### src/rtl/core/lsf_div.sv
// ----------------------------------------------------------------------------
// lsf_div
// signed 128-bit divider, rounds to nearest with ties away from zero,
// restoring, one quotient bit per cycle; a zero divisor gives zero
// ----------------------------------------------------------------------------
`default_nettype none

module lsf_div (
  input  wire logic         clk_i,
  input  wire logic         rst_ni,
  input  wire logic         start_i,
  input  wire logic [127:0] a_i,
  input  wire logic [127:0] b_i,
  output logic              done_o,
  output logic [127:0]      quo_o
);

  typedef enum logic [1:0] {D_IDLE, D_ADD, D_LOOP, D_SIGN} div_state_e;

  div_state_e   state_q;
  logic [127:0] ua_q;
  logic [127:0] ub_q;
  logic [127:0] n_q;
  logic [127:0] r_q;
  logic [6:0]   cnt_q;
  logic         neg_q;
  logic         done_q;
  logic [127:0] quo_q;

  logic [128:0] rr;
  logic [128:0] diff;
  logic         qbit;

  assign rr   = {r_q, n_q[127]};
  assign diff = rr - {1'b0, ub_q};
  assign qbit = !diff[128];

  always_ff @(posedge clk_i or negedge rst_ni) begin
    if (!rst_ni) begin
      state_q <= D_IDLE;
      ua_q    <= '0;
      ub_q    <= '0;
      n_q     <= '0;
      r_q     <= '0;
      cnt_q   <= '0;
      neg_q   <= 1'b0;
      done_q  <= 1'b0;
      quo_q   <= '0;
    end else begin
      done_q <= 1'b0;
      unique case (state_q)
        D_IDLE: begin
          if (start_i) begin
            ua_q    <= a_i[127] ? (~a_i + 128'd1) : a_i;
            ub_q    <= b_i[127] ? (~b_i + 128'd1) : b_i;
            neg_q   <= a_i[127] ^ b_i[127];
            state_q <= D_ADD;
          end
        end
        D_ADD: begin
          // bias by half the divisor for rounding
          n_q     <= ua_q + (ub_q >> 1);
          r_q     <= '0;
          cnt_q   <= 7'd127;
          state_q <= D_LOOP;
        end
        D_LOOP: begin
          r_q   <= qbit ? diff[127:0] : rr[127:0];
          n_q   <= {n_q[126:0], qbit};
          cnt_q <= cnt_q - 7'd1;
          if (cnt_q == '0) begin
            state_q <= D_SIGN;
          end
        end
        D_SIGN: begin
          if (ub_q == '0) begin
            quo_q <= '0;
          end else if (neg_q) begin
            quo_q <= ~n_q + 128'd1;
          end else begin
            quo_q <= n_q;
          end
          done_q  <= 1'b1;
          state_q <= D_IDLE;
        end
        default: state_q <= D_IDLE;
      endcase
    end
  end

  assign done_o = done_q;
  assign quo_o  = quo_q;

endmodule

`default_nettype wire

### config.mk
export PLATFORM = sky130hd
export DESIGN_NAME = lsf_div
export DESIGN_NICKNAME = d
export VERILOG_FILES = /design/src/rtl/core/lsf_div.sv
export SDC_FILE = /design/constraint.sdc
export NUM_CORES = 2
export LEC_CHECK = 0
export BUFFER_PORTS_ARGS = -buffer_cell sky130_fd_sc_hd__buf_2
export CELL_PAD_IN_SITES_DETAIL_PLACEMENT = 2
export CELL_PAD_IN_SITES_GLOBAL_PLACEMENT = 2
export CORE_UTILIZATION = 34
export CTS_BUF_LIST = sky130_fd_sc_hd__clkbuf_16
export CTS_CLUSTER_DIAMETER = 150
export DETAILED_ROUTE_END_ITERATION = 10
export GPL_TIMING_DRIVEN = 0
export MAX_ROUTING_LAYER = met4
export PLACE_DENSITY_LB_ADDON = 0.25
export SLEW_MARGIN = 0
export SYNTH_ARGS = -nofsm -noshare
export SYNTH_HDL_FRONTEND = slang
export SYNTH_SLANG_ARGS = --single-unit
export TNS_END_PERCENT = 50
### constraint.sdc
create_clock -name clk_i -period 4.5 [get_ports clk_i]
set_input_delay 0.225 -clock clk_i [delete_from_list [all_inputs] [get_ports clk_i]]
set_output_delay 0.225 -clock clk_i [all_outputs]
set_load 0.02 [all_outputs]
==> results.tsv <==
metric	value	unit
status	finished, violations left	
violations	max-capacitance violations, max-slew violations, negative setup slack	
worst_pin_slew	1610	ps
synthTopCellsByCount	nand2_1 (705), dfrtp_1 (651), o21ai_0 (594), a21oi_1 (591), nor2_1 (439)	
first_pass_iters	6	
setup_viol	7	
core	148000	sq um
maxCapViolCount	1	
path_clk_slew	70	ps
crit_type	in -> reg	
drt-initial-drc-count	4065	
nFillCells	16600	
synthXorXnorAreaFrac	10.7	%
cp_cell_sequence	dlygate4sd3_1 -> buf_2 -> nor4_1 -> nand4_1 -> nor4_4 -> buf_4 -> or4b_1 -> buf_6 -> nor3_4 -> nand3_2 -> or2_4 -> nand2b_4 -> or3_4 -> o31ai_4 -> xor2_1 -> dlygate4sd3_1 -> o21ai_0	
area_delta_synth_final	22.2	%
crit_top_cell	dlygate4sd3_1	
critical_path.max_fanout	9	
antenna_found_initial	41	
drtAntennaViolNets	0	
hold_violations	0	
syn_nets	6867	
start_util	34.3	%
synth-edff-count	0	
synthTopCellsByArea	dfrtp_1 (32%), xor2_1 (7.4%), ha_1 (6.5%)	
ys.flop_type	dfrtp_1	
vias	54700	
crit_family	simple AND/OR/NAND/NOR gates	
ir_drop	323	uV
first_global_vias	58100	
synthAdderAreaFrac	6.58	%
skew	32.4	ps
dieArea	151000	sq um
fin_crit	4630	ps
synthMuxAreaShare	2.70	%
ys_seq_elements	651	
min_period_over_period	103	%
synth.yosys.seq_area_share	32.1	%
rsz0062_at_grt	true	
syn_inst	6342	
endpoint_kind	flop	
cts_tree	built	
slew_headroom	-7.21	%
cp.arrival	5200	ps
cts_max_level	3	
cts_root_buffer	clkbuf_16	
die_w	389	microns
hold_path_class	in -> reg	
leakage	0.0266	uW
numCtsBuffers	84	
routedWlPerCell	29.2	microns
yosys.area_share.simple	17.7	%
setup_slack	-134	ps
power.density	765	nW/um^2
synth.avg_cell_area	8.01	sq um
synth-async-reset-ratio	100	%
grt-ovfl-total	0	
design_area	62100	sq um
num_rows	141	
num_io_pins	388	
final_max_slew_viol_count	11	
grt_pass1_wl	388	mm
cts_sinks	651	
insertion_delay	720	ps
drive_gt1_share	11.1	%
multiInputGateArea	32600	sq um
layout.nets	7641	
fmax	216	MHz
yosys.area.top_type	dfrtp_1	
synth_top_family_by_area	compound AO/OA/AOI/OAI gates	
synth_compound_area_share	24.9	%
drc	0	
place_ws	-2860	ps
io_buffers	386	
synth_area	50800	sq um
place_congestion	0.950	
finalWirelength	267	mm
dpl_cell_area	55300	sq um
track_usage	35.1	%
register_area	16300	sq um
slowest_stage	dlygate4sd3_1	
start_kind	input port	
max_stage_delay	580	ps
synth_cell_types	84	
synth.top_cell.area_share	32.1	%
critPathBufInv	5	
critPathRequiredTime	5070	ps
grt_max_degree	120	
clk_path_buf_depth	3	
yosysMostFrequentCell	nand2_1	
via_per_inst	5.98	
yosysWarnings	0	
dp_hpwl	205	mm
die_y	389	microns
sequential cells by signal (all words and copies together), names as in the netlist:
name / cells
n_q: 128
quo_o: 128
r_q: 128
ua_q: 128
ub_q: 128
cnt_q: 7
state_q: 2
done_o: 1
neg_q: 1
metal layers:
metal / vias up / global-route usage [%] / share of wire [%]
met2: 1764 / 54.5 / 45
met3: 525 / 4.46 / 5.7
li1: 24400 / - / -
met1: 28000 / 46.3 / 45
met5: - / - / 0
met4: 0 / 13.5 / 4.4
path summary, 6_finish.rpt:
kind	from	end	slack [ps]	depth (start not counted)
worst max-delay path	b_i[22]	ub_q[121]$_DFFE_PN0P_	-130	17
min in group asynchronous	rst_ni	quo_o[29]$_DFFE_PN0P_	80	2
worst max register to register	n_q[11]$_DFFE_PN0P_	quo_o[112]$_DFFE_PN0P_	-40	13
worst min-delay path	a_i[30]	ua_q[32]$_DFFE_PN0P_	40	4
worst min register to register	ua_q[2]$_DFFE_PN0P_	ua_q[2]$_DFFE_PN0P_	500	2
max in group asynchronous	rst_ni	r_q[102]$_DFFE_PN0P_	2390	5
worst reg2reg max path, delay by kind of cell, from the launching register on:
kind	cells	cell delay, ps
AOI/OAI and AO/OA	3	460
xor gates and xnor gates	1	200
DFF	1	440
and+or+nand+nor	9	3300
repair_timing:
item                                    4_1_cts  5_1_grt
pin swaps                                    18       25
setup buffers                                19       20
resized for setup                           173      121
hold endpoints to repair                    342        0
gates cloned                                  1        0
endpoints found under the setup margin      222      188
hold buffers                                271        0
where the power goes:
part | switching, uW | leakage [uW] | internal, uW
combinational | 19400 | 0.0172 | 9220
sequential | 3720 | 0.00811 | 8260
clock | 3080 | 0.00135 | 3770
area by class of cell:
type | count | area share [%]
Clock inverter | 68 | 0.893
Buffer | 334 | 2.37
Timing Repair Buffer | 702 | 8.28
Inverter | 367 | 2.22
Clock buffer | 84 | 3.39
Sequential cell | 651 | 26.3
Tap cell | 1930 | 3.89
Multi-Input combinational cell | 4976 | 52.5
Antenna cell | 35 | 0.141
stage by stage:
step	hold slack [ps]	util, %	total power, uW	TNS, ps	std cells
2_1_floorplan	-70.6	-	27700	0	6342
3_3_place_gp	474	37.3	37800	-7651460	8658
3_5_place_dp	250	37.4	38800	-363980	8664
4_1_cts	2.21	41.5	46500	-580	9106
5_1_grt	34.8	41.9	50200	-1040	9137
6_report	35.9	42.0	47500	-383	9147
cell usage in the layout, fill, tap and decap left out, types with 255 or more instances in the layout:
cell	synthesis	layout
xor2_1	427	426
o21ai_0	594	570
dlygate4sd3_1	0	271
inv_1	366	380
nand2_1	705	702
clkbuf_1	324	293
ha_1	264	255
a21oi_1	591	578
dfrtp_1	651	615
nor2_1	439	432
buf_2	2	387
cells by family (layout without fill, tap and decap cells):
group / after synthesis / in the layout
other: 0 / 35
adders and majority gates: 266 / 266
and+or+nand+nor: 1889 / 1889
buffers and inverters: 715 / 1555
xor gates and xnor gates: 623 / 623
AOI/OAI and AO/OA: 2061 / 2061
muxes: 137 / 137
DFF: 651 / 651
Power figures use the tool's default switching activity.
