===== src/rtl/core/lsf_mul.sv =====
// ----------------------------------------------------------------------------
// lsf_mul
// signed multiplier, 128 by 64 bits modulo 2^128, built from one 32x32 unit
// stepped over limb pairs; upper zero limbs are skipped
// ----------------------------------------------------------------------------
`default_nettype none

module lsf_mul (
  input  wire logic         clk_i,
  input  wire logic         rst_ni,
  input  wire logic         start_i,
  input  wire logic [127:0] a_i,
  input  wire logic [63:0]  b_i,
  output logic              done_o,
  output logic [127:0]      prod_o
);

  typedef enum logic [1:0] {M_IDLE, M_MUL, M_ADD, M_SIGN} mul_state_e;

  mul_state_e   state_q;
  logic [127:0] am_q;
  logic [63:0]  bm_q;
  logic         neg_q;
  logic [1:0]   i_q;
  logic         j_q;
  logic [63:0]  pp_q;
  logic [127:0] acc_q;
  logic         done_q;

  logic [1:0]  la;
  logic        lb;
  logic [31:0] a_l;
  logic [31:0] b_l;
  logic [63:0] pp;
  logic [7:0]  sh;

  always_comb begin
    if (am_q[127:96] != '0) begin
      la = 2'd3;
    end else if (am_q[95:64] != '0) begin
      la = 2'd2;
    end else if (am_q[63:32] != '0) begin
      la = 2'd1;
    end else begin
      la = 2'd0;
    end
  end

  assign lb  = (bm_q[63:32] != '0);
  assign a_l = am_q[32*i_q +: 32];
  assign b_l = bm_q[32*j_q +: 32];
  assign pp  = a_l * b_l;
  assign sh  = {3'(i_q) + 3'(j_q), 5'b0};

  always_ff @(posedge clk_i or negedge rst_ni) begin
    if (!rst_ni) begin
      state_q <= M_IDLE;
      am_q    <= '0;
      bm_q    <= '0;
      neg_q   <= 1'b0;
      i_q     <= '0;
      j_q     <= 1'b0;
      pp_q    <= '0;
      acc_q   <= '0;
      done_q  <= 1'b0;
    end else begin
      done_q <= 1'b0;
      unique case (state_q)
        M_IDLE: begin
          if (start_i) begin
            am_q    <= a_i[127] ? (~a_i + 128'd1) : a_i;
            bm_q    <= b_i[63] ? (~b_i + 64'd1) : b_i;
            neg_q   <= a_i[127] ^ b_i[63];
            i_q     <= '0;
            j_q     <= 1'b0;
            acc_q   <= '0;
            state_q <= M_MUL;
          end
        end
        M_MUL: begin
          pp_q    <= pp;
          state_q <= M_ADD;
        end
        M_ADD: begin
          acc_q <= acc_q + (128'(pp_q) << sh);
          if (j_q < lb) begin
            j_q     <= 1'b1;
            state_q <= M_MUL;
          end else if (i_q < la) begin
            i_q     <= i_q + 2'd1;
            j_q     <= 1'b0;
            state_q <= M_MUL;
          end else begin
            state_q <= M_SIGN;
          end
        end
        M_SIGN: begin
          if (neg_q) begin
            acc_q <= ~acc_q + 128'd1;
          end
          done_q  <= 1'b1;
          state_q <= M_IDLE;
        end
        default: state_q <= M_IDLE;
      endcase
    end
  end

  assign done_o = done_q;
  assign prod_o = acc_q;

endmodule

`default_nettype wire


===== config.mk =====
export PLATFORM = sky130hd
export DESIGN_NAME = lsf_mul
export DESIGN_NICKNAME = d
export VERILOG_FILES = /design/src/rtl/core/lsf_mul.sv
export SDC_FILE = /design/constraint.sdc
export NUM_CORES = 2
export LEC_CHECK = 0
export BUFFER_PORTS_ARGS = -buffer_cell sky130_fd_sc_hd__buf_4
export CAP_MARGIN = 25
export CORE_MARGIN = 2
export CORE_UTILIZATION = 45
export DETAILED_ROUTE_END_ITERATION = 10
export PLACE_DENSITY_LB_ADDON = 0.3
export SLEW_MARGIN = 10
export SYNTH_ARGS = -nofsm -noshare
export SYNTH_HDL_FRONTEND = slang
export SYNTH_SLANG_ARGS = --single-unit

===== constraint.sdc =====
create_clock -name clk_i -period 12.8 [get_ports clk_i]
set_input_delay 0 -clock clk_i [delete_from_list [all_inputs] [get_ports clk_i]]
set_output_delay 0 -clock clk_i [all_outputs]
set_load 0.005 [all_outputs]

==> flow_summary.json <==
{
  "yosysWarnings": 0,
  "slew_viol_final": 0,
  "drtIter0Drc": 6227,
  "fin_util_pct": 51.46,
  "synth_fa_ha_area_share_pct": 35.43,
  "grt_overflow": 0,
  "antenna_found_initial": 1,
  "syn_inst": 7925,
  "hold_slack_ns": -0.003372,
  "ys_ff_latch": 391,
  "cp.required_ns": 13.34,
  "wire_per_inst_microns": 25.43,
  "maxCapViolCount": 0,
  "num_vias": 61080,
  "r2r-start": "j_q$_DFFE_PN0P_",
  "endpoint": "pp_q[62]$_DFFE_PN0N_",
  "cts_resized": 0,
  "die_w_microns": 383.1,
  "status": "finished, violations left",
  "ant_nets": 0,
  "relSlewSlack_pct": 25.20,
  "rows": 139,
  "tritoncts": "done",
  "synth_top_family_by_area": "adder cells",
  "clk_latency_ns": 0.66,
  "r2r_cells": 29,
  "drt_first_pass_iters": 8,
  "place_area_sq_um": 68970,
  "cts_buffers": 47,
  "yosysMostFrequentCell": "nand2_1",
  "cts_setup_buffers": 0,
  "synth_compound_area_share_pct": 15.33,
  "clk_pin_slew_ns": 0.08,
  "cp.arrival_ns": 11.35,
  "critical_path.max_fanout": 63,
  "grt_pass1_wl_mm": 387.4,
  "slowest_stage": "dfrtp_4",
  "ys_types": 79,
  "fin_crit_sh_pct": 84.45,
  "r2r-end": "pp_q[62]$_DFFE_PN0N_",
  "cpPeakStageDelay_ns": 1.11,
  "period_needed_ns": 10.81,
  "portBuffers": 323,
  "holdBufCountCts": 306,
  "path_class": "reg -> reg",
  "gp_congestion": 1.017,
  "dieArea_sq_um": 146800,
  "setup_viol": 0,
  "cp-start-kind": "flop",
  "ios": 324,
  "grt_usage_pct": 35.04,
  "h-tree-depth": 2,
  "violations": "negative hold slack",
  "ys.flop_type": "dfrtp_1",
  "fin_skew_ns": 0.03076,
  "setup_tns_ns": 0,
  "synthMuxAreaShare_pct": 2.596,
  "yosys-top-cells-area": "fa_1 (28%), dfrtp_1 (15%), ha_1 (7.7%)",
  "synth_edf_count": 0,
  "rsz0062_at_grt": "no",
  "core_area_sq_um": 143100,
  "syn2layout_area_growth_pct": 13.90,
  "synth_top_area_share_pct": 27.77,
  "cts_sinks": 391,
  "synthXorXnorAreaFrac_pct": 5.065,
  "dp_hpwl_mm": 203.8,
  "yosys-top-cells-count": "nand2_1 (1027), inv_1 (963), nor2_1 (942)",
  "vias_per_cell": 5.981,
  "fin_nets": 9762,
  "syn-num-nets": 9413,
  "synth-async-reset-ratio_pct": 100.0,
  "rrSetupSlack_ns": 1.99,
  "synth-simple-area-share_pct": 18.21,
  "hold_class": "in -> async",
  "fin_ws_ns": 1.990,
  "place_ws_ns": 1.762,
  "clock-root-buffer": "clkbuf_16",
  "cts_buffer_depth": 3,
  "wirelength_mm": 259.7,
  "die_h_microns": 383.1,
  "netlist_area_sq_um": 64670,
  "post-synth-top-area-cell": "fa_1",
  "layout-drive-gt1-share_pct": 8.327,
  "grt_max_degree": 282,
  "antennaDiodeCount": 0,
  "ys_seq_area_share_pct": 15.13,
  "grt_pass1_vias": 61580,
  "fmax_mhz": 92.51,
  "critPathMostFrequentCell": "fa_1",
  "cp-end-kind": "flop",
  "design_area_sq_um": 73660,
  "hold_viol": 1,
  "crit_path_start": "j_q$_DFFE_PN0P_",
  "syn_avg_cell_area_sq_um": 8.161,
  "initial_utilization_pct": 45.18,
  "worstMarginPinSlew_ns": 1.091,
  "drc": 0
}
-- how the worst min path moves through the flow --
stage / startpoint / end / slack (ns) / depth (start not counted)
2_1_floorplan: rst_ni / am_q[0]$_DFFE_PN0P_ / -0.30 / 0
3_3_place_gp: rst_ni / done_o$_DFF_PN0_ / 0.03 / 1
3_5_place_dp: rst_ni / done_o$_DFF_PN0_ / 0.03 / 1
4_1_cts: a_i[127] / am_q[105]$_DFFE_PN0P_ / 0.002 / 4
5_1_grt: rst_ni / done_o$_DFF_PN0_ / 0.05 / 3
6_report: rst_ni / done_o$_DFF_PN0_ / -0.003 / 3
-- layer usage --
layer | routed length [microns] | up-vias | GRT usage (%)
li1 | - | 26820 | -
met1 | 98970 | 30090 | 43.72
met2 | 114700 | 3287 | 54.86
met3 | 25080 | 883 | 7.557
met4 | 20990 | 0 | 22.88
met5 | 0 | - | 0
-- flip-flops by register name, indices dropped and copies added (netlist names) --
signal / flops
i_q: 2
bm_q: 64
pp_q: 64
prod_o: 128
done_o: 1
state_q: 2
neg_q: 1
am_q: 128
j_q: 1
-- final cells by class --
cell class | count | area (sq um)
Clock buffer | 66 | 1338
Clock inverter | 19 | 222.7
Fill cell | 13540 | 69470
Inverter | 963 | 3615
Multi-Input combinational cell | 6117 | 49780
Sequential cell | 391 | 9797
Tap cell | 1903 | 2381
Timing Repair Buffer | 754 | 6533
-- critical path: cells and delay by family, from the launching register on --
kind                       cells  cell delay [ns]
AOI/OAI and AO/OA              9             2.60
adders and majority gates      9             4.22
muxes                          1             0.78
buffers and inverters          6             0.81
and+or+nand+nor                4             1.12
DFF                            1             1.11
-- per-stage QoR --
stage | hold WS (ns) | std cells
4_1_cts | 0.002397 | 10210
5_1_grt | 0.04585 | 10210
3_5_place_dp | 0.03341 | 9816
6_report | -0.003372 | 10210
3_3_place_gp | 0.02527 | 9813
2_1_floorplan | -0.2956 | 7925
-- kinds of logic after synthesis --
| logic type | count (synthesis) |
|---|---|
| adder cells (fa/ha/maj) | 1293 |
| flip-flops | 391 |
| AND/OR/NAND/NOR | 2672 |
| buffers and inverters | 1417 |
| XOR/XNOR | 374 |
| AO/OA/AOI/OAI | 1619 |
| multiplexers | 159 |
-- placed cells by master (no fill, tap or decap), types with 50 or more instances in the layout --
| master | instances |
|---|---|
| o21bai_1 | 58 |
| ha_1 | 395 |
| xnor2_1 | 137 |
| and2_1 | 50 |
| inv_1 | 963 |
| mux2i_1 | 79 |
| nor2_1 | 940 |
| or4_1 | 50 |
| o21a_1 | 51 |
| a21oi_1 | 328 |
| buf_4 | 438 |
| fa_1 | 897 |
| xor2_1 | 237 |
| nor4_1 | 91 |
| dlygate4sd3_1 | 305 |
| mux2_2 | 60 |
| nand4_1 | 116 |
| o21ai_0 | 639 |
| nand3_1 | 67 |
| nor3_1 | 106 |
| a21o_1 | 133 |
| o31ai_1 | 76 |
| or3_1 | 59 |
| nand2_1 | 1025 |
| dfrtp_1 | 387 |
Power is left out: the tool's default activity adds up to more than one toggle a clock period on the data nets, which glitch-free logic cannot reach.
